### src/rtl/core/rccs_pkg.sv
// Package for the regen current clamp sequencer.
// Holds field widths, configuration register indexes and the speed tier codes.
// No dependencies.
`default_nettype none

package rccs_pkg;

  // Field widths
  localparam int unsigned CodeW     = 10;
  localparam int unsigned SpeedW    = 8;
  localparam int unsigned CurrentW  = 16;
  localparam int unsigned CountW    = 8;
  localparam int unsigned CfgIdxW   = 3;
  localparam int unsigned CfgDataW  = 16;
  // -(a + b) of two 16-bit signed values fits in 18 bits signed.
  localparam int unsigned RegenW    = CurrentW + 2;

  // Full-scale value of the DAC that the tier fractions refer to.
  localparam int unsigned DAC_FULL_SCALE = 1023;
  localparam int unsigned CodeMax        = (1 << CodeW) - 1;

  // Configuration register indexes
  localparam logic [CfgIdxW-1:0] RegZoneLimit  = 3'd0;
  localparam logic [CfgIdxW-1:0] RegDacOff     = 3'd1;
  localparam logic [CfgIdxW-1:0] RegFloor      = 3'd2;
  localparam logic [CfgIdxW-1:0] RegHardCapCnt = 3'd3;
  localparam logic [CfgIdxW-1:0] RegMaxCode    = 3'd4;
  localparam logic [CfgIdxW-1:0] RegInitCap    = 3'd5;

  // Register reset values
  localparam logic [CodeW-1:0]    ZoneLimitRst = 10'd0;
  localparam logic [CodeW-1:0]    DacOffRst    = 10'd1023;
  localparam logic [CurrentW-1:0] FloorRst     = 16'd0;
  localparam logic [CountW-1:0]   HardCapRst   = 8'd0;
  localparam logic [CodeW-1:0]    MaxCodeRst   = 10'd1023;
  localparam logic [CodeW-1:0]    InitCapRst   = 10'd102;

  // Speed tier boundaries in km/h
  localparam logic [SpeedW-1:0] SpeedHigh = 8'd75;
  localparam logic [SpeedW-1:0] SpeedMid  = 8'd50;
  localparam logic [SpeedW-1:0] SpeedLow  = 8'd30;

  // Rounded full-scale fraction in tenths, saturated to the code range.
  function automatic logic [CodeW-1:0] tier_calc(input int unsigned tenths);
    int unsigned code;
    code = (DAC_FULL_SCALE * tenths + 5) / 10;
    if (code > CodeMax) begin
      code = CodeMax;
    end
    return code[CodeW-1:0];
  endfunction

  localparam logic [CodeW-1:0] TierCodeHigh = tier_calc(1);
  localparam logic [CodeW-1:0] TierCodeMid  = tier_calc(4);
  localparam logic [CodeW-1:0] TierCodeLow  = tier_calc(7);
  localparam logic [CodeW-1:0] TierCodeFull = tier_calc(10);

endpackage

`default_nettype wire

### src/rtl/core/regen_current_clamp_sequencer_unit.sv
// Regen current clamp sequencer: top level with the clamp state machine.
// A word accepted into the input register moves into the result register,
// with out_valid_o high, once that is free; one word per cycle passes when
// the result is not stalled. The input register and the result register
// each hold one word, so a stalled result stops intake only once both are full.
// Reset (rst_ni low, asynchronous) clears both stages, puts the clamp in idle
// with a zero sample count and loads all configuration registers with defaults.
// Depends on rccs_pkg.
`default_nettype none

module regen_current_clamp_sequencer_unit
  import rccs_pkg::*;
(
  input  wire logic                       clk_i,
  input  wire logic                       rst_ni,
  // Configuration write port
  input  wire logic                       cfg_we_i,
  input  wire logic [CfgIdxW-1:0]         cfg_idx_i,
  input  wire logic [CfgDataW-1:0]        cfg_wdata_i,
  // Input word
  input  wire logic                       in_valid_i,
  output logic                            in_ready_o,
  input  wire logic [CodeW-1:0]           throttle_code_i,
  input  wire logic [SpeedW-1:0]          speed_kmh_i,
  input  wire logic signed [CurrentW-1:0] battery_current_i,
  input  wire logic signed [CurrentW-1:0] solar_current_i,
  // Result word
  output logic                            out_valid_o,
  input  wire logic                       out_ready_i,
  output logic [CodeW-1:0]                regen_dac_o
);

  typedef enum logic [1:0] {
    PhIdle = 2'd0,
    PhHard = 2'd1,
    PhDyn  = 2'd2
  } phase_e;

  // Configuration registers
  logic [CodeW-1:0]           zone_limit_q;
  logic [CodeW-1:0]           dac_off_q;
  logic signed [CurrentW-1:0] floor_q;
  logic [CountW-1:0]          hard_cap_q;
  logic [CodeW-1:0]           max_code_q;
  logic [CodeW-1:0]           init_cap_q;

  always_ff @(posedge clk_i or negedge rst_ni) begin
    if (!rst_ni) begin
      zone_limit_q <= ZoneLimitRst;
      dac_off_q    <= DacOffRst;
      floor_q      <= FloorRst;
      hard_cap_q   <= HardCapRst;
      max_code_q   <= MaxCodeRst;
      init_cap_q   <= InitCapRst;
    end else if (cfg_we_i) begin
      case (cfg_idx_i)
        RegZoneLimit:  zone_limit_q <= cfg_wdata_i[CodeW-1:0];
        RegDacOff:     dac_off_q    <= cfg_wdata_i[CodeW-1:0];
        RegFloor:      floor_q      <= cfg_wdata_i;
        RegHardCapCnt: hard_cap_q   <= cfg_wdata_i[CountW-1:0];
        RegMaxCode:    max_code_q   <= cfg_wdata_i[CodeW-1:0];
        RegInitCap:    init_cap_q   <= cfg_wdata_i[CodeW-1:0];
        default: ;
      endcase
    end
  end

  // Handshake between the two stages
  logic s1_valid_q;
  logic out_valid_q;
  logic advance;

  assign advance    = !out_valid_q || out_ready_i;
  assign in_ready_o = !s1_valid_q || advance;

  // Input register
  logic [CodeW-1:0]           throttle_q;
  logic [SpeedW-1:0]          speed_q;
  logic signed [CurrentW-1:0] batt_q;
  logic signed [CurrentW-1:0] sol_q;

  always_ff @(posedge clk_i or negedge rst_ni) begin
    if (!rst_ni) begin
      s1_valid_q <= 1'b0;
    end else if (in_ready_o) begin
      s1_valid_q <= in_valid_i;
    end
  end

  always_ff @(posedge clk_i) begin
    if (in_ready_o && in_valid_i) begin
      throttle_q <= throttle_code_i;
      speed_q    <= speed_kmh_i;
      batt_q     <= battery_current_i;
      sol_q      <= solar_current_i;
    end
  end

  // Regen current, zeroed below the floor
  logic signed [RegenW-1:0] regen_raw;
  logic signed [RegenW-1:0] regen_adj;
  logic signed [RegenW-1:0] floor_ext;
  logic                     out_of_zone;
  logic [CodeW-1:0]         tier_code;

  assign floor_ext   = RegenW'(floor_q);
  assign regen_raw   = -(RegenW'(batt_q) + RegenW'(sol_q));
  assign regen_adj   = (regen_raw < floor_ext) ? '0 : regen_raw;
  assign out_of_zone = throttle_q > zone_limit_q;

  // Speed tier lookup
  always_comb begin
    if (speed_q >= SpeedHigh) begin
      tier_code = TierCodeHigh;
    end else if (speed_q >= SpeedMid) begin
      tier_code = TierCodeMid;
    end else if (speed_q >= SpeedLow) begin
      tier_code = TierCodeLow;
    end else begin
      tier_code = TierCodeFull;
    end
  end

  // Clamp state machine next values
  phase_e            phase_q, phase_d;
  logic [CountW-1:0] count_q, count_d;
  logic [CodeW-1:0]  cap_q, cap_d;
  logic [CodeW-1:0]  result_d;

  always_comb begin
    phase_d  = phase_q;
    count_d  = count_q;
    cap_d    = cap_q;
    if (out_of_zone) begin
      phase_d = PhIdle;
      cap_d   = init_cap_q;
    end else begin
      case (phase_q)
        PhIdle: begin
          phase_d = PhHard;
          cap_d   = tier_code;
          count_d = '0;
        end
        PhHard: begin
          if (count_q < hard_cap_q) begin
            cap_d = tier_code;
          end else begin
            cap_d   = max_code_q;
            phase_d = PhDyn;
          end
          count_d = count_q + CountW'(1);
        end
        PhDyn: begin
          if (regen_adj <= floor_ext) begin
            phase_d = PhIdle;
          end
          count_d = '0;
        end
        default: ;
      endcase
    end
    result_d = out_of_zone ? dac_off_q : cap_d;
  end

  // State and result register
  logic [CodeW-1:0] result_q;

  always_ff @(posedge clk_i or negedge rst_ni) begin
    if (!rst_ni) begin
      phase_q     <= PhIdle;
      count_q     <= '0;
      cap_q       <= InitCapRst;
      out_valid_q <= 1'b0;
    end else if (advance) begin
      out_valid_q <= s1_valid_q;
      if (s1_valid_q) begin
        phase_q <= phase_d;
        count_q <= count_d;
        cap_q   <= cap_d;
      end
    end
  end

  always_ff @(posedge clk_i) begin
    if (advance && s1_valid_q) begin
      result_q <= result_d;
    end
  end

  assign out_valid_o = out_valid_q;
  assign regen_dac_o = result_q;

  // An out-of-zone word yields the off code and sends the clamp to idle.
  assert property (@(posedge clk_i) disable iff (!rst_ni)
    (advance && s1_valid_q && out_of_zone) |=>
      (out_valid_o && regen_dac_o == $past(dac_off_q) && phase_q == PhIdle))
    else $error("out-of-zone word did not give the off code");

  // Leaving idle always restarts the hard-cap count.
  assert property (@(posedge clk_i) disable iff (!rst_ni)
    (advance && s1_valid_q && !out_of_zone && phase_q == PhIdle) |=>
      (phase_q == PhHard && count_q == '0))
    else $error("idle exit did not start the hard-cap phase");

  // A full pipe with a stalled result must refuse new words.
  assert property (@(posedge clk_i) disable iff (!rst_ni)
    (s1_valid_q && out_valid_q && !out_ready_i) |-> !in_ready_o)
    else $error("input accepted while both stages are full and stalled");

  // Clamp state only moves when a word passes into the result register.
  assert property (@(posedge clk_i) disable iff (!rst_ni)
    !(advance && s1_valid_q) |=> ($stable(phase_q) && $stable(count_q) && $stable(cap_q)))
    else $error("clamp state changed without a word");

endmodule

`default_nettype wire

### config.mk
export PLATFORM = sky130hd
export DESIGN_NAME = regen_current_clamp_sequencer_unit
export DESIGN_NICKNAME = d
export VERILOG_FILES = /design/src/rtl/core/rccs_pkg.sv /design/src/rtl/core/regen_current_clamp_sequencer_unit.sv
export SDC_FILE = /design/constraint.sdc
export NUM_CORES = 1
export LEC_CHECK = 0
export BUFFER_PORTS_ARGS = -buffer_cell sky130_fd_sc_hd__buf_2
export CAP_MARGIN = 10
export CORE_MARGIN = 4
export CORE_UTILIZATION = 45
export CTS_CLUSTER_DIAMETER = 120
export DETAILED_ROUTE_END_ITERATION = 7
export GPL_TIMING_DRIVEN = 0
export PLACE_DENSITY = 0.73
export SLEW_MARGIN = 5
export SYNTH_ARGS = -nofsm -noshare
export SYNTH_HDL_FRONTEND = slang
export SYNTH_SLANG_ARGS = --single-unit
### constraint.sdc
create_clock -name clk_i -period 11.8 [get_ports clk_i]
set_input_delay 2.36 -clock clk_i [delete_from_list [all_inputs] [get_ports clk_i]]
set_output_delay 2.36 -clock clk_i [all_outputs]
set_load 0.01 [all_outputs]
==> metrics.md, run 1 <==
| Metric | Value |
|---|---|
| Outcome | `finished clean` |
| RSZ-0062 raised after global routing | `false` |
| Starting Density | `45.6%` |
| Layout cells sized above 1 | `23.8%` |
| Setup CP Type | `reg2reg` |
| ANT cells | `0` |
| Sw Share | `32.9%` |
| Post-synthesis instance total | `751` |
| Remaining antenna violation count | `0` |
| Routed wl met2 | `8390 um` |
| Crit path largest cell delay | `0.55 ns` |
| Largest net degree at the start of global routing | `54` |
| Crit path DAT | `6.58 ns` |
| HPWL after DPL | `12400 um` |
| Sequential share of the synthesized area | `48.7%` |
| Syn nets | `916` |
| Drc violations | `0` |
| Post-layout minimum cycle time | `6.28 ns` |
| Area Overhead vs Synth | `16.4%` |
| Crit-path leading delay family | `compound AO/OA/AOI/OAI gates` |
| Dominant cell by count in the synthesized netlist | `ha_1` |
| Total wire length | `16500 um` |
| Startpoint Class | `flop` |
| Worst-path fanout max | `10` |
| FF+latch count, synth | `146` |
| Starting DRT DRC Count | `260` |
| Die X | `143 um` |
| Die area | `20400 um^2` |
| Synth warnings | `0` |
| Total vias in the final route | `5766` |
| Wire per inst | `15.0 um` |
| CTS H-tree depth | `4` |
| Antenna violations before repair | `0` |
| Met3 wire len | `785 um` |
| Top FF cell, synth | `edfxtp_1` |
| Seq pwr share | `38.5%` |
| Num CTS Buffers | `17` |
| Avg Vias per Cell | `5.26` |
| Clock sink total | `146` |
| CTS tree | `yes` |
| Fin nets | `1020` |
| Pins Over Slew Limit | `0` |
| Fill cell count | `1519` |
| Hold buffers post-CTS | `0` |
| Post-CTS setup buffers | `0` |
| Critical path's slowest cell | `or4_4` |
| FP Rows | `49` |
| Relative slew slack | `35.1%` |
| All-Layer GR Usage | `17.4%` |
| Worst path most repeated cell | `ha_1` |
| Wire length on met1 | `6830 um` |
| Placer's final routability congestion estimate | `0.858` |
| Post-Syn Area | `8200 um^2` |
| Later-pin clock latency in the skew report | `0.42 ns` |
| Post-CTS Resized | `0` |
| 1st-pass router iterations | `4` |
| Final period util | `53.2%` |
| Synth top area share | `22.0%` |
| CTS clk-pin slew, worst paths | `0.07 ns` |
| Top sig layer | `met4` |
| Hold Fails Final Rpt | `0` |
| Area of the multi-input gates | `3840 um^2` |
| Largest area contributor in the netlist | `edfxtp_1` |
| Core Util, Final | `53.1%` |
| Port bufs | `83` |
| Final instance area | `9540 um^2` |
| Clock share of power | `29.8%` |
| Synth Area per Inst | `10.9 um^2` |
| Post-synth ARST share | `58.9%` |
| Synth top area cells | `edfxtp_1 (22%), dfrtp_1 (18%), ha_1 (14%)` |
| Leak | `4.34 nW` |
| Number of global-route vias before repair | `5797` |
| Worst Skew | `0.00815 ns` |
| MaxCap Viol Count | `0` |
| Buf+Inv Stages, Crit Path | `3` |
| First-pass GRT wire length | `28000 um` |
| Critical path capture point type | `flop` |
| Worst slew pin tran | `0.966 ns` |
| Die height | `143 um` |
| Fmax | `0.159 GHz` |
| Sequential cell area | `3990 um^2` |
| VDD IR-drop max | `0.121 mV` |
| Clock Tree Buf Depth | `2` |
| Core area | `18000 um^2` |
| Placed instance area | `8950 um^2` |
| Setup TNS | `0 ns` |
| EDFF count, synth | `60` |
| Logic pwr share | `31.6%` |
| Root buf cell | `clkbuf_16` |
| Worst min-delay path class | `reg2reg` |
| # IOs | `86` |
| Net Switching | `0.000588 W` |
| Total power per unit cell area | `188 nW/um^2` |
| Gr ovfl total | `0` |
| Worst path required time | `12.10 ns` |
| Setup violators final | `0` |
| Yosys cell types | `66` |
| Commonest cells in the synthesized netlist | `ha_1 (90), inv_1 (84), edfxtp_1 (60), nand2_1 (60), dfrtp_1 (58)` |
| Int Pwr | `0.00120 W` |
## per-stage QoR
step | worst slack [ns] | hold slack (ns) | power, W | cells
5_1_grt | 4.96 | 0.499 | 0.00192 | 1097
3_3_place_gp | 5.63 | 0.467 | 0.00124 | 1063
6_report | 5.52 | 0.486 | 0.00179 | 1097
4_1_cts | 5.47 | 0.487 | 0.00181 | 1097
3_5_place_dp | 5.49 | 0.480 | 0.00126 | 1065
2_1_floorplan | 6.28 | 0.450 | 0.00111 | 751
## final cells by class
| cell class | count | area share [%] |
|---|---|---|
| sequential | 146 | 41.8 |
| multi-input combinational | 509 | 40.2 |
| timing repair buffer | 85 | 4.88 |
| clock buffer | 19 | 4.76 |
| inverter | 84 | 3.31 |
| tap | 229 | 3.00 |
| clock inverter | 13 | 1.42 |
| buffer | 12 | 0.590 |
## worst reg2reg max path, cell delays in order (launching register included)
cell,delay [ns]
edfxtp_1,0.37
ha_1,0.30
inv_1,0.06
ha_1,0.16
inv_1,0.05
fa_1,0.40
nor2b_1,0.12
o21ai_1,0.08
a21o_1,0.21
a21oi_1,0.34
a41oi_1,0.20
xnor2_1,0.23
ha_1,0.28
a21oi_1,0.15
o21ai_0,0.08
nor3_1,0.20
nand2_1,0.13
o41ai_4,0.47
buf_2,0.33
a21oi_1,0.08
ha_1,0.35
nand3_2,0.09
or4_4,0.55
a31o_1,0.22
and4b_4,0.20
o31ai_1,0.21
nand2_1,0.11
o2bb2ai_1,0.18
## power groups by stage
stage               registers [W]  logic, W  clock network (W)
global placement         0.000696  0.000544                  0
finish                   0.000690  0.000566           0.000534
detailed placement       0.000699  0.000566                  0
floorplan                0.000690  0.000419                  0
CTS                      0.000690  0.000571           0.000545
global route             0.000701  0.000651           0.000572
## cells in the final DEF, fill, tap and decap left out, types with 7 or more instances in the layout
master,instances
clkbuf_16,18
o21ai_1,7
clkbuf_1,9
xnor2_1,10
inv_1,84
dfrtp_1,58
nand2b_1,7
mux2_2,42
nor2b_1,23
a21o_1,15
a211oi_1,7
o31ai_1,10
nor2_1,40
a21oi_1,30
edfxtp_1,60
ha_1,90
buf_2,85
nand2_1,60
dfstp_2,28
o21ai_0,53
nand3_1,17
o21a_1,8
## routing by layer
layer | global-route usage (%) | vias to the layer above
met5 | 0 | -
met4 | 7.25 | 0
met3 | 3.82 | 25
met2 | 30.4 | 129
met1 | 20.8 | 2718
li1 | - | 2894
## flip-flops by register name, summed over array words and instances (netlist names)
name and flops:
s1_valid_q 1, zone_limit_q 10, dac_off_q 10, max_code_q 10, speed_q 8, cap_q 10
phase_q 2, sol_q 16, floor_q 16, init_cap_q 10, count_q 8, regen_dac_o 10
throttle_q 10, out_valid_o 1, hard_cap_q 8, batt_q 16
## final timing paths
| kind | depth (start not counted) | end | slack (ns) | startpoint |
|---|---|---|---|---|
| hold / removal | 1 | out_valid_o$_DFFE_PN0P_ | 0.49 | s1_valid_q$_DFFE_PN0N_ |
| hold reg to reg | 1 | out_valid_o$_DFFE_PN0P_ | 0.49 | s1_valid_q$_DFFE_PN0N_ |
| setup reg to reg | 27 | phase_q[1]$_DFFE_PN0P_ | 5.52 | batt_q[1]$_DFFE_PP_ |
| min in group asynchronous | 1 | out_valid_o$_DFFE_PN0P_ | 1.89 | rst_ni |
| setup / recovery | 27 | phase_q[1]$_DFFE_PN0P_ | 5.52 | batt_q[1]$_DFFE_PP_ |
| max in group asynchronous | 2 | dac_off_q[4]$_DFFE_PN1P_ | 9.26 | rst_ni |
## kinds of logic (layout without fill, tap and decap cells)
kind of cell    count (synthesis)  after routing  share of synthesized area [%]
flops                         146            146                           48.7
fa+ha+maj                      91             91                           14.0
compound gates                167            167                           13.2
xor+xnor                       11             11                           1.18
mux                            45             45                           6.14
buf+inv                        96            213                           4.53
simple gates                  195            195                           12.3
Power figures use the tool's default switching activity.
==> inputs of run 2 (changes only) <==
Clock period 11.8 ns to 5.9 ns, I/O delays scaled along.
==> metrics.md, run 2 (synthesis results as in run 1) <==
| Metric | Value |
|---|---|
| Gr ovfl total | `0 (unchanged)` |
| 1st-pass router iterations | `5 (+1)` |
| Int Pwr | `0.00248 W (+110%)` |
| Largest net degree at the start of global routing | `54 (unchanged)` |
| Total power per unit cell area | `380 nW/um^2 (+100%)` |
| CTS H-tree depth | `4 (unchanged)` |
| Worst min-delay path class | `reg2reg` |
| Hold Fails Final Rpt | `0 (unchanged)` |
| Startpoint Class | `flop` |
| Area Overhead vs Synth | `19.1%` |
| Number of global-route vias before repair | `5864 (+1.2%)` |
| Fin cells | `1106 (+0.82%)` |
| Clock share of power | `28.9% (-0.9 points)` |
| Worst-path fanout max | `3 (-7)` |
| Worst slew pin tran | `1.20 ns (+0.232 ns)` |
| Pins Over Slew Limit | `0 (unchanged)` |
| VDD IR-drop max | `0.244 mV (+100%)` |
| Hold Startpoint | `s1_valid_q$_DFFE_PN0N_` |
| ANT cells | `0 (unchanged)` |
| FP Rows | `49 (unchanged)` |
| Die X | `143 um (unchanged)` |
| Core Util, Final | `54.3% (+1.2 points)` |
| Final instance area | `9760 um^2 (+2.3%)` |
| Wire per inst | `15.3 um (+2.2%)` |
| Starting DRT DRC Count | `253 (-2.7%)` |
| Sw Share | `33.3% (+0.41 points)` |
| Reg2reg setup slack | `0.23 ns (-5.30 ns)` |
| Crit path DAT | `5.97 ns (-0.61 ns)` |
| Seq pwr share | `37.2% (-1.3 points)` |
| Drc violations | `0 (unchanged)` |
| All-Layer GR Usage | `17.6% (+0.17 points)` |
| Leak | `4.42 nW (+1.8%)` |
| Setup CP Type | `reg2reg` |
| Net Switching | `0.00123 W (+110%)` |
| Placer's final routability congestion estimate | `0.858 (unchanged)` |
| HPWL after DPL | `12400 um (unchanged)` |
| Commonest non-fill, non-tap cells in the layout | `ha_1 (88), buf_2 (84), inv_1 (83)` |
| Die height | `143 um (unchanged)` |
| Avg Vias per Cell | `5.30 (+0.75%)` |
| Die area | `20400 um^2 (unchanged)` |
| Fin nets | `1029 (+0.88%)` |
| CTS clk-pin slew, worst paths | `0.07 ns (about the same)` |
| Antenna violations before repair | `0 (unchanged)` |
| Total wire length | `17000 um (+3.0%)` |
| Crit path from | `sol_q[1]$_DFFE_PP_` |
| Port bufs | `83 (unchanged)` |
| R2r startpoint | `sol_q[1]$_DFFE_PP_` |
| Total vias in the final route | `5857 (+1.6%)` |
| Crit path largest cell delay | `0.51 ns (-0.04 ns)` |
| Critical path's slowest cell | `or4_4` |
| Clock Tree Buf Depth | `2 (unchanged)` |
| # IOs | `86 (unchanged)` |
| Starting Density | `45.6% (unchanged)` |
| Setup violators final | `0 (unchanged)` |
| Root buf cell | `clkbuf_16` |
| Placed instance area | `8950 um^2 (unchanged)` |
| First-pass GRT wire length | `28200 um (+1.0%)` |
| Clock sink total | `146 (unchanged)` |
| Critical path capture point type | `flop` |
| Outcome | `finished clean` |
| CTS tree | `yes` |
| Num CTS Buffers | `17 (unchanged)` |
| Core area | `18000 um^2 (unchanged)` |
| Post-layout minimum cycle time | `5.67 ns (-0.605 ns)` |
| Pwr Total | `0.00371 W (+110%)` |
| Worst path most repeated cell | `ha_1` |
| Worst Skew | `0.0140 ns (+0.00589 ns)` |
| Post-Place Cells | `1065 (unchanged)` |
| Worst path required time | `6.20 ns (-5.90 ns)` |
| Most common cell after layout, fill and taps aside | `ha_1` |
| Layout cells sized above 1 | `27.9% (+4.1 points)` |
| MaxCap Viol Count | `0 (unchanged)` |
| Remaining antenna violation count | `0 (unchanged)` |
| Later-pin clock latency in the skew report | `0.42 ns (about the same)` |
| Biggest regs | `batt_q (16), floor_q (16), sol_q (16)` |
| Fmax | `0.176 GHz (+11%)` |
| Logic pwr share | `33.9% (+2.3 points)` |
| Final period util | `96.2% (+43 points)` |
| Setup TNS | `0 ns (unchanged)` |
| Relative slew slack | `19.5% (-16 points)` |
-- run 2: path summary, 6_finish.rpt --
| path | endpoint | depth (start not counted) |
|---|---|---|
| setup / recovery | phase_q[1]$_DFFE_PN0P_ | 28 |
| hold / removal | out_valid_o$_DFFE_PN0P_ | 1 |
| setup reg to reg | phase_q[1]$_DFFE_PN0P_ | 28 |
| hold reg to reg | out_valid_o$_DFFE_PN0P_ | 1 |
| max in group asynchronous | max_code_q[3]$_DFFE_PN1P_ | 2 |
| min in group asynchronous | out_valid_o$_DFFE_PN0P_ | 1 |
-- run 2: per-stage QoR --
step / setup WS [ns] / hold WS, ns
final: 0.227 / 0.489
after global routing: -0.0557 / 0.499
after CTS: 0.0142 / 0.487
after detailed placement: -0.415 / 0.480
after global placement: -0.265 / 0.467
after floorplan: 0.383 / 0.450
-- run 2: timing repair --
action / CTS / global route
gates resized for setup: 7 / 30
hold endpoints to repair: 0 / 0
hold buffers: 0 / 0
gates cloned: 0 / 0
pin swaps: 10 / 27
setup buffers: 5 / 4
endpoints found under the setup margin: 2 / 2
-- run 2: cell type report --
cell class / count / area [um^2]
Sequential cell: 146 / 3990
Inverter: 84 / 315
Timing Repair Buffer: 94 / 537
Fill cell: 1502 / 8210
Multi-Input combinational cell: 509 / 3980
Clock buffer: 19 / 454
Tap cell: 229 / 287
Buffer: 12 / 62.6
Clock inverter: 13 / 135
-- run 2: power groups by stage --
stage / registers, W / logic, W / clock network (W)
2_1_floorplan: 0.00138 / 0.000837 / 0
3_3_place_gp: 0.00139 / 0.00109 / 0
3_5_place_dp: 0.00140 / 0.00113 / 0
4_1_cts: 0.00138 / 0.00118 / 0.00109
5_1_grt: 0.00140 / 0.00142 / 0.00114
6_report: 0.00138 / 0.00126 / 0.00107
-- run 2: critical path, delay by kind of cell, from the launching register on --
family                   cells  cell delay, ns
AO/OA/AOI/OAI               10            1.79
adder cells (fa/ha/maj)      5            1.46
buffers and inverters        4            0.37
XOR/XNOR                     1            0.17
flip-flops                   1            0.37
AND/OR/NAND/NOR              8            1.38
-- run 2: layer usage --
metal / wire [um] / up-vias / global-route usage [%]
li1: - / 2915 / -
met2: 8720 / 119 / 30.9
met3: 695 / 32 / 3.82
met5: 0 / - / 0
met4: 508 / 0 / 7.25
met1: 7040 / 2791 / 20.9
==> inputs of run 3 (changes only) <==
Settings changed: ABC_AREA from default to 1, PLACE_DENSITY 0.73 to 0.72.
==> metrics.md, run 3 <==
| Metric | Value |
|---|---|
| Synth top area cells | `edfxtp_1 (21%), dfrtp_1 (17%), ha_1 (13%)` |
| EDFF count, synth | `60 (unchanged)` |
| Worst path most repeated cell | `nand2_1` |
| Later-pin clock latency in the skew report | `0.42 ns (about the same)` |
| Area of the multi-input gates | `3880 um^2 (-2.5%)` |
| Startpoint Class | `flop` |
| Critical path's slowest cell | `fa_1` |
| Post-synthesis instance total | `1011 (+35%)` |
| Fill cell count | `1697 (+13%)` |
| Fin cells | `1390 (+26%)` |
| Pins Over Slew Limit | `0 (unchanged)` |
| Outcome | `finished clean` |
| Worst-path fanout max | `10 (+7)` |
| Largest area contributor in the netlist | `edfxtp_1` |
| Crit path DAT | `5.39 ns (-0.58 ns)` |
| Drc violations | `0 (unchanged)` |
| Commonest cells in the synthesized netlist | `nand2_1 (252), inv_1 (173), ha_1 (90), o21ai_0 (72), nor2_1 (64)` |
| RSZ-0062 raised after global routing | `false` |
| Fmax | `0.197 GHz (+12%)` |
| Final period util | `86.0% (-10 points)` |
| Die area | `21600 um^2 (+5.7%)` |
| Reg2reg setup slack | `0.83 ns (+0.60 ns)` |
| Post-CTS Resized | `0 (-7)` |
| Fin nets | `1282 (+25%)` |
| FF+latch count, synth | `146 (unchanged)` |
| Leak | `5.15 nW (+17%)` |
| Sequential share of the synthesized area | `45.9% (-2.8 points)` |
| Setup CP Type | `reg2reg` |
| Syn nets | `1176 (+28%)` |
| Antenna violations before repair | `0 (unchanged)` |
| Hold Fails Final Rpt | `0 (unchanged)` |
| Root buf cell | `clkbuf_16` |
| Hold buffers post-CTS | `0 (unchanged)` |
| Clock Tree Buf Depth | `2 (unchanged)` |
| Most common cell after layout, fill and taps aside | `nand2_1` |
| Total wire length | `18400 um (+8.5%)` |
| Setup TNS | `0 ns (unchanged)` |
| Post-synth ARST share | `58.9% (unchanged)` |
| CTS H-tree depth | `4 (unchanged)` |
| Port bufs | `85 (+2.4%)` |
| VDD IR-drop max | `0.223 mV (-8.6%)` |
| RR Endpoint | `phase_q[0]$_DFFE_PN0P_` |
| CTS clk-pin slew, worst paths | `0.06 ns (about the same)` |
| Starting Density | `46.1% (+0.52 points)` |
| Worst slew pin tran | `0.949 ns (-0.249 ns)` |
| Starting DRT DRC Count | `321 (+27%)` |
| Num CTS Buffers | `17 (unchanged)` |
| Yosys cell types | `38 (-42%)` |
| Layout cells sized above 1 | `18.9% (-9.0 points)` |
| Critical path capture point type | `flop` |
| Sequential cell area | `3990 um^2 (unchanged)` |
| CTS tree | `yes` |
| Area Overhead vs Synth | `15.8%` |
| Die X | `147 um (+2.8%)` |
| HPWL after DPL | `13900 um (+12%)` |
| MaxCap Viol Count | `0 (unchanged)` |
| Worst path required time | `6.21 ns (about the same)` |
| Largest net degree at the start of global routing | `53 (-1.9%)` |
| FP Rows | `50 (+2.0%)` |
| Relative slew slack | `36.7% (+17 points)` |
| Post-Syn Area | `8690 um^2 (+6.0%)` |
| Total vias in the final route | `6607 (+13%)` |
| Synth top area share | `20.7% (-1.3 points)` |
| Remaining antenna violation count | `0 (unchanged)` |
| Biggest regs | `batt_q (16), floor_q (16), sol_q (16)` |
| Synth Area per Inst | `8.60 um^2 (-21%)` |
| Commonest non-fill, non-tap cells in the layout | `nand2_1 (252), inv_1 (172), ha_1 (90)` |
| CP endpoint | `phase_q[0]$_DFFE_PN0P_` |
| ANT cells | `0 (unchanged)` |
| Crit path largest cell delay | `0.39 ns (-0.12 ns)` |
| First-pass GRT wire length | `31300 um (+11%)` |
| Worst Skew | `0.00946 ns (-0.00459 ns)` |
| Crit path from | `batt_q[1]$_DFFE_PP_` |
| Top FF cell, synth | `edfxtp_1` |
| Post-CTS setup buffers | `0 (-5)` |
| Setup violators final | `0 (unchanged)` |
| R2r startpoint | `batt_q[1]$_DFFE_PP_` |
| Synth warnings | `0 (unchanged)` |
| 1st-pass router iterations | `6 (+1)` |
| R2R depth | `34 (+21%)` |
| Gr ovfl total | `0 (unchanged)` |
| Worst min-delay path class | `reg2reg` |
| Die height | `147 um (+2.8%)` |
| # IOs | `86 (unchanged)` |
| Number of global-route vias before repair | `6682 (+14%)` |
| Wire per inst | `13.2 um (-14%)` |
| Post-layout minimum cycle time | `5.07 ns (-0.599 ns)` |
| Clock sink total | `146 (unchanged)` |
| Avg Vias per Cell | `4.75 (-10%)` |
| Total power per unit cell area | `372 nW/um^2 (-2.3%)` |
| Post-Place Cells | `1358 (+28%)` |
| Placer's final routability congestion estimate | `0.815 (-5.0%)` |
| All-Layer GR Usage | `17.9% (+0.26 points)` |
| Dominant cell by count in the synthesized netlist | `nand2_1` |
| Core area | `18800 um^2 (+4.8%)` |
-- run 3: metrics by stage --
| step | total power (W) | instance area, um^2 | utilization [%] | worst slack (ns) | hold slack [ns] |
|---|---|---|---|---|---|
| 6_report | 0.00374 | 10100 | 53.5 | 0.825 | 0.488 |
| 5_1_grt | 0.00405 | 10100 | 53.5 | 0.289 | 0.504 |
| 4_1_cts | 0.00378 | 10100 | 53.5 | 0.815 | 0.490 |
| 3_5_place_dp | 0.00270 | 9490 | 50.4 | 0.833 | 0.474 |
| 3_3_place_gp | 0.00265 | 9440 | 50.1 | 0.900 | 0.467 |
| 2_1_floorplan | 0.00237 | 8690 | - | 1.40 | 0.453 |
-- run 3: worst min path at each step --
| stage | cells past startpoint | endpoint | start | slack [ns] |
|---|---|---|---|---|
| after floorplan | 2 | floor_q[1]$_DFFE_PN0P_ | floor_q[1]$_DFFE_PN0P_ | 0.45 |
| after global placement | 2 | hard_cap_q[0]$_DFFE_PN0P_ | hard_cap_q[0]$_DFFE_PN0P_ | 0.47 |
| after detailed placement | 2 | hard_cap_q[3]$_DFFE_PN0P_ | hard_cap_q[3]$_DFFE_PN0P_ | 0.47 |
| after CTS | 2 | hard_cap_q[3]$_DFFE_PN0P_ | hard_cap_q[3]$_DFFE_PN0P_ | 0.49 |
| after global routing | 2 | max_code_q[3]$_DFFE_PN1P_ | max_code_q[3]$_DFFE_PN1P_ | 0.50 |
| final | 2 | hard_cap_q[3]$_DFFE_PN0P_ | hard_cap_q[3]$_DFFE_PN0P_ | 0.49 |
-- run 3: final cells by class --
| class | instances | share of cell area [%] |
|---|---|---|
| Sequential cell | 146 | 39.6 |
| Multi-Input combinational cell | 659 | 38.6 |
| Inverter | 185 | 6.92 |
| Timing Repair Buffer | 87 | 4.72 |
| Clock buffer | 19 | 4.51 |
| Tap cell | 260 | 3.23 |
| Buffer | 21 | 1.22 |
| Clock inverter | 13 | 1.21 |
-- run 3: cells by family (layout without fill, tap and decap cells) --
family	after synthesis	in the layout	synth area share [%]
adder cells (fa/ha/maj)	91	91	13.2
buffers and inverters	206	325	9.43
flip-flops	146	146	45.9
AND/OR/NAND/NOR	408	408	20.5
XOR/XNOR	17	17	1.71
AO/OA/AOI/OAI	143	143	9.29
-- run 3: routing by layer --
| layer | vias to the layer above | share of wire [%] | track usage [%] |
|---|---|---|---|
| met5 | - | 0 | 0 |
| met2 | 113 | 50 | 31.4 |
| met1 | 3041 | 45 | 22.6 |
| li1 | 3433 | - | - |
| met3 | 20 | 4.3 | 3.67 |
| met4 | 0 | 1.2 | 4.43 |
-- run 3: worst max-delay path: cells and delay by family, from the launching register on --
kind / cells / cell delay (ns)
adder cells (fa/ha/maj): 5 / 1.42
AO/OA/AOI/OAI: 4 / 0.52
AND/OR/NAND/NOR: 19 / 2.18
buffers and inverters: 6 / 0.46
flip-flops: 1 / 0.36
-- run 3: report_power, final --
group          internal, W  switching, W
combinational     0.000496      0.000814
sequential         0.00128     0.0000906
clock             0.000612      0.000446
total              0.00239       0.00135
